==> config.mk <==
export PLATFORM = sky130hd
export DESIGN_NAME = stbs_ctrl
export DESIGN_NICKNAME = d
export VERILOG_FILES = /design/src/stbs_pkg.sv /design/src/stbs_ctrl.sv
export VERILOG_INCLUDE_DIRS = /design/src /design/src/src
export SDC_FILE = /design/constraint.sdc
export NUM_CORES = 1
export LEC_CHECK = 0
export BUFFER_PORTS_ARGS = -buffer_cell sky130_fd_sc_hd__buf_2
export CAP_MARGIN = 20
export CORE_AREA = 2 2 39 41
export CTS_BUF_LIST = sky130_fd_sc_hd__clkbuf_8
export CTS_CLUSTER_SIZE = 14
export DETAILED_ROUTE_END_ITERATION = 7
export DIE_AREA = 0 0 41 43
export PLACE_DENSITY = 0.37
export SETUP_SLACK_MARGIN = 0.4
export SLEW_MARGIN = 10
export SYNTH_ARGS = -nofsm -noshare
export SYNTH_HDL_FRONTEND = slang
export SYNTH_SLANG_ARGS = --single-unit
==> constraint.sdc <==
create_clock -name clock -period 2.1 [get_ports clock]
set_clock_uncertainty 0.2 [all_clocks]
set_input_delay 0.315 -clock clock [delete_from_list [all_inputs] [get_ports clock]]
set_output_delay 0.315 -clock clock [all_outputs]
set_load 0.03 [all_outputs]
==> src/sorted_table_binary_search_top_defines.svh <==
// Assertion macros shared by the search block.
`ifndef SORTED_TABLE_BINARY_SEARCH_TOP_DEFINES_SVH
`define SORTED_TABLE_BINARY_SEARCH_TOP_DEFINES_SVH

// The consequent holds in the same cycle as the antecedent.
`define STBS_ASSERT_SAME(label, clk, rst, ante, cons, msg) \
   label: assert property (@(posedge clk) disable iff (rst) (ante) |-> (cons)) \
      else $error(msg);

// The consequent holds in the cycle after the antecedent.
`define STBS_ASSERT_NEXT(label, clk, rst, ante, cons, msg) \
   label: assert property (@(posedge clk) disable iff (rst) (ante) |=> (cons)) \
      else $error(msg);

`endif

==> src/stbs_pkg.sv <==
package stbs_pkg;

   localparam int DATA_W   = 32;
   localparam int INDEX_W  = 10;
   localparam int LENGTH_W = 11;
   localparam int POS_W    = 10;

   localparam logic CMD_LOAD   = 1'b0;
   localparam logic CMD_SEARCH = 1'b1;

   typedef struct packed {
      logic                     cmd;
      logic [INDEX_W-1:0]       entry_index;
      logic signed [DATA_W-1:0] data_value;
   } req_type;

   typedef struct packed {
      logic             found;
      logic [POS_W-1:0] position;
   } rsp_type;

   typedef struct packed {
      logic write;
      logic start;
      logic step;
      logic emit;
   } dp_cmd_type;

   typedef struct packed {
      logic range_empty;
      logic hit;
   } dp_status_type;

endpackage

==> src/stbs_ctrl.sv <==
`include "sorted_table_binary_search_top_defines.svh"

module stbs_ctrl
   import stbs_pkg::*;
(
   input  logic          clock,
   input  logic          reset,
   input  logic          req_valid,
   output logic          req_stall,
   input  logic          req_cmd,
   output logic          rsp_valid,
   input  logic          rsp_stall,
   output dp_cmd_type    dp_cmd,
   input  dp_status_type dp_status
);

   typedef enum logic {
      ST_IDLE,
      ST_SEARCH
   } state_type;

   state_type state_ff, state_in;
   logic      rsp_valid_ff, rsp_valid_in;
   logic      accept;
   logic      slot_free;
   logic      finish;

   assign req_stall = state_ff != ST_IDLE;
   assign accept    = req_valid && !req_stall;
   assign slot_free = !rsp_valid_ff || !rsp_stall;
   assign finish    = (state_ff == ST_SEARCH) && (dp_status.range_empty || dp_status.hit);

   always_comb begin
      dp_cmd.write = accept && (req_cmd == CMD_LOAD);
      dp_cmd.start = accept && (req_cmd == CMD_SEARCH);
      dp_cmd.step  = (state_ff == ST_SEARCH) && !dp_status.range_empty && !dp_status.hit;
      dp_cmd.emit  = finish && slot_free;
   end

   always_comb begin
      state_in     = state_ff;
      rsp_valid_in = rsp_valid_ff && rsp_stall;
      case (state_ff)
         ST_IDLE: begin
            if (dp_cmd.start) begin
               state_in = ST_SEARCH;
            end
         end
         ST_SEARCH: begin
            if (dp_cmd.emit) begin
               state_in     = ST_IDLE;
               rsp_valid_in = 1'b1;
            end
         end
         default: begin
            state_in = ST_IDLE;
         end
      endcase
   end

   always_ff @(posedge clock) begin
      if (reset) begin
         state_ff     <= ST_IDLE;
         rsp_valid_ff <= 1'b0;
      end else begin
         state_ff     <= state_in;
         rsp_valid_ff <= rsp_valid_in;
      end
   end

   assign rsp_valid = rsp_valid_ff;

   `STBS_ASSERT_SAME(a_emit_on_end, clock, reset, dp_cmd.emit,
                     dp_status.range_empty || dp_status.hit,
                     "Result emitted before the search ended.")
   `STBS_ASSERT_NEXT(a_start_enters_search, clock, reset, dp_cmd.start,
                     state_ff == ST_SEARCH,
                     "Search request did not enter the search state.")
   `STBS_ASSERT_SAME(a_result_from_search, clock, reset, $rose(rsp_valid_ff),
                     $past(state_ff) == ST_SEARCH,
                     "Result appeared without a search behind it.")

endmodule

# Yosys cells after proc, flatten, opt, wreduce, memory -nomap -nowiden
# Index checks and enable logic that the tools add are counted.
[classes] bitwise=2 n_addsub=0 mul=0 mux=5 div_mod_pow=0 n_shift=0 magnitude_cmp=0 n_eq_ne=0 n_reduce_logical=15
[ops] op="logical AND 1 bit" count=8
[ops] op="logical NOT 1 bit" count=5
[ops] op="two-way mux 1 bit" count=4
[ops] op="logical OR 1 bit" count=2
[ops] op="inverter 1 bit" count=2
[ops] op="one-hot mux 1 bit (2 select lines)" count=1
[totals] latchBits=0 in_bits=7 mem_count=0 mem_bits_rw=0 rom_bits=0 output_inout_bits=6 ff_bits=2 word_cells=24

# Depth between registers and ports, before layout
[depth] depth_word=5 mapped_depth=2 depth_no_buf=2

# Worst setup path after synthesis
# No wires, ideal clock.
[synth_timing] path_type="register to output" startpoint="reg state_ff, in the netlist req_stall" endpoint="out dp_cmd[1] in the netlist's numbering" arrival_time_ps=1317 slack_ps=268 path_stages_with_launch=2 required_time_ps=1585 cell_sequence="dfxtp_1 nor3b_1"
[synth_lines] item="start: declaration" line="stbs_ctrl.sv:22" source="state_type state_ff, state_in;"
[synth_lines] item="start signal: assignment" line="stbs_ctrl.sv:66" source="state_ff <= state_in;"
[synth_lines] item="end: declaration" line="stbs_ctrl.sv:13" source="output dp_cmd_type dp_cmd,"

==> results.tsv <==
stage	metric	value	unit
cts	clk_latency	210	ps
power	clock_power_share	0.663	
power	p_leak	0.1218	nW
cts	post-cts-setup-buffers	0	
route	drc	0	
yosys	count_of_state_elements_after_synthesis	2	
floorplan	boundaryPins	13	
hold_path	min_path_type	in -> reg	
final_layout	insertedDiodeCount	0	
run_status	result_of_the_run	completed	
yosys	post_synth_net_total	20	
route	drt.antenna.violating_nets	0	
final_layout	ff_latch_area	40.04	um2
sta	slew-limit-headroom	0.8642	
power	fin_total_pwr	0.2237	mW
placed_design	routabilityCongestion	0.6116	
yosys	synth-seq-area-share	0.3556	
sta	timing_worst_slew_pin_value	202.3	ps
cts	h-tree-depth	1	
yosys	synth_cell_type_count	10	
cts	clock_sink_count	2	
power	seq_power_share	0.189	
critical_path	path_class	reg -> out	
power	switchingPower	0.04992	mW
power	worst_ir_drop_vdd	0.0005907	V
critical_path	category_of_the_worst_setup_path_capture_point	primary output	
final_layout	fillCellCount	162	
critical_path	slowest_stage_delay_on_critical_path	390	ps
route	drt_iter0_markers	2	
critical_path	cp_cell_sequence	o21ai_1, a21oi_2, buf_2	
grt	global_route_wire_length_before_repair	579	um
critical_path	worst_r2r_path_depth	2	
critical_path	worst_path_max_delay_cell	sky130_fd_sc_hd__dfxtp_1	
cts	clock-root-buffer	sky130_fd_sc_hd__clkbuf_8	
yosys	ys.warnings.count	0	
grt	globalRouteOverflowTotal	0	
power	combPwrFrac	0.148	
cts	tritoncts	built	
cts	cts_buffers	3	
power	powerDensity	903.0	nW/um2
sta	final-max-slew-violation-count	0	
power	power.internal	0.1738	mW
sta	period_share	0.7543	
critical_path	start_kind	flip-flop	
route	via_per_inst	3.432	
route	wl_per_cell	8.886	um
final_layout	drive_gt1_frac	0.6786	
sta	setup_viol_count_final	0	
floorplan	dieWidth	41	um
placed_design	number_of_i_o_port_buffers	12	
power	switching_power_share_of_the_total	0.2232	
sta	max_clock_freq	0.6313	GHz
critical_path	cp_data_arrival_time	1070	ps
sta	finalHoldViolations	0	
run	drv.max_cap_violation_count	0	
final_layout	multi_input_logic_area	82.58	um2
final_layout	final_nets	37	
cts	cts.reportedPaths.clkPinSlew	30	ps
route	number_of_vias_after_detailed_routing	151	
grt	grt_antenna_before_repair	0	
floorplan	start_util	0.08137	
grt	grt_pass1_vias	139	
final_layout	synthToLayoutAreaGrowth	120.0	%
sta	final_period_minus_worst_setup_slack	1584	ps
yosys	netlist_area	112.6	um2
floorplan	dieArea	1763	um2
floorplan	placeableCoreArea	1384	um2
yosys	number_of_standard_cells_after_synthesis	13	
grt	globalRouteTotalUtil	0.05706	
route	wl	391	um
floorplan	placement_rows	14	
critical_path	crit_required	1580	ps
cts	cts.path.max_buffers	2	
critical_path	max_fo_critical_path	6	
yosys	mean_instance_size_in_the_synthesized_netlist	8.662	um2
hold_path	min_path_cells	2	
floorplan	die_h	43	um
final_layout	final_common_cell	sky130_fd_sc_hd__buf_2	
final_layout	fin_util	0.1790	
route	detail_route.first_pass.iterations	2	
grt	maximum_number_of_pins_on_one_net_before_global_route_repair	7	
sta	tns	0	ps
sta	grt_setup_unrepaired	no	
final_layout	mostFrequentLayoutCells	sky130_fd_sc_hd__buf_2, sky130_fd_sc_hd__clkbuf_8, sky130_fd_sc_hd__nor3b_2, sky130_fd_sc_hd__dfxtp_1	
-- Yosys cell counts (all sizes together) --
cell / n / area, um2
a21oi: 2 / 10.01
o21ai: 1 / 5.000
and3b: 1 / 8.760
o2bb2ai: 1 / 8.760
dfxtp: 2 / 40.04
a22o: 1 / 8.760
nor3b: 2 / 15.01
nand2: 1 / 3.750
nor2b: 1 / 8.760
inv: 1 / 3.750
-- worst max-delay path: cells and delay by family (launching register included) --
kind                   cells  cell delay [ps]
flip-flops                 1              390
AO/OA/AOI/OAI              2              260
buffers and inverters      1              210
-- worst paths after layout --
path	startpoint	slack (ps)	end
hold reg to reg	rsp_valid	300	rsp_valid
hold / removal	reset	110	rsp_valid
setup reg to reg	req_stall	950	req_stall
setup / recovery	req_stall	520	dp_cmd[0]
-- sequential cells by signal (all words and copies together), names as in the netlist --
register   cells
req_stall      1
rsp_valid      1
-- logic make-up after synthesis --
group | after synthesis | share of synthesized area
buf+inv | 1 | 0.03330
compound gates | 5 | 0.2889
simple gates | 5 | 0.3222
flops | 2 | 0.3556
-- layout make-up --
class,instances,share of cell area
inverters,1,0.01515
well taps,16,0.08081
clock buffers,3,0.1667
multi-input cells,10,0.3333
repair buffers,12,0.2424
flip-flops and latches,2,0.1616
-- metrics by stage --
stage / instance area [um2] / hold slack [ps] / setup WS [ps] / instances
6_report: 247.7 / 110.6 / 515.9 / 44
2_1_floorplan: 126.4 / 184.1 / 506.3 / 13
3_5_place_dp: 206.4 / 305.7 / 638.9 / 41
3_3_place_gp: 206.4 / 326.3 / 638.5 / 41
4_1_cts: 247.7 / 111.9 / 450.4 / 44
5_1_grt: 247.7 / 117.8 / 438.9 / 44
-- per-layer routing --
metal	share of wire	track usage	vias to the layer above
met3	0.24	0.07330	0
met1	0.58	0.08917	56
li1	-	-	80
met4	0	0.04000	0
met5	0	0	-
met2	0.18	0.02813	15
-- power by group through the flow --
stage               Combinational [mW]  Clock (mW)  Sequential, mW
floorplan                       0.0150           0          0.0459
global placement                0.0330           0          0.0431
detailed placement              0.0330           0          0.0429
CTS                             0.0330       0.151          0.0425
global route                    0.0355       0.160          0.0429
finish                          0.0330       0.148          0.0423
-- repair_timing --
action                                  4_1_cts  5_1_grt
hold endpoints to repair                      0        0
endpoints found under the setup margin        0        1
gates resized for setup                       0        1
hold buffers                                  0        0
(Power assumes the default switching activity.)
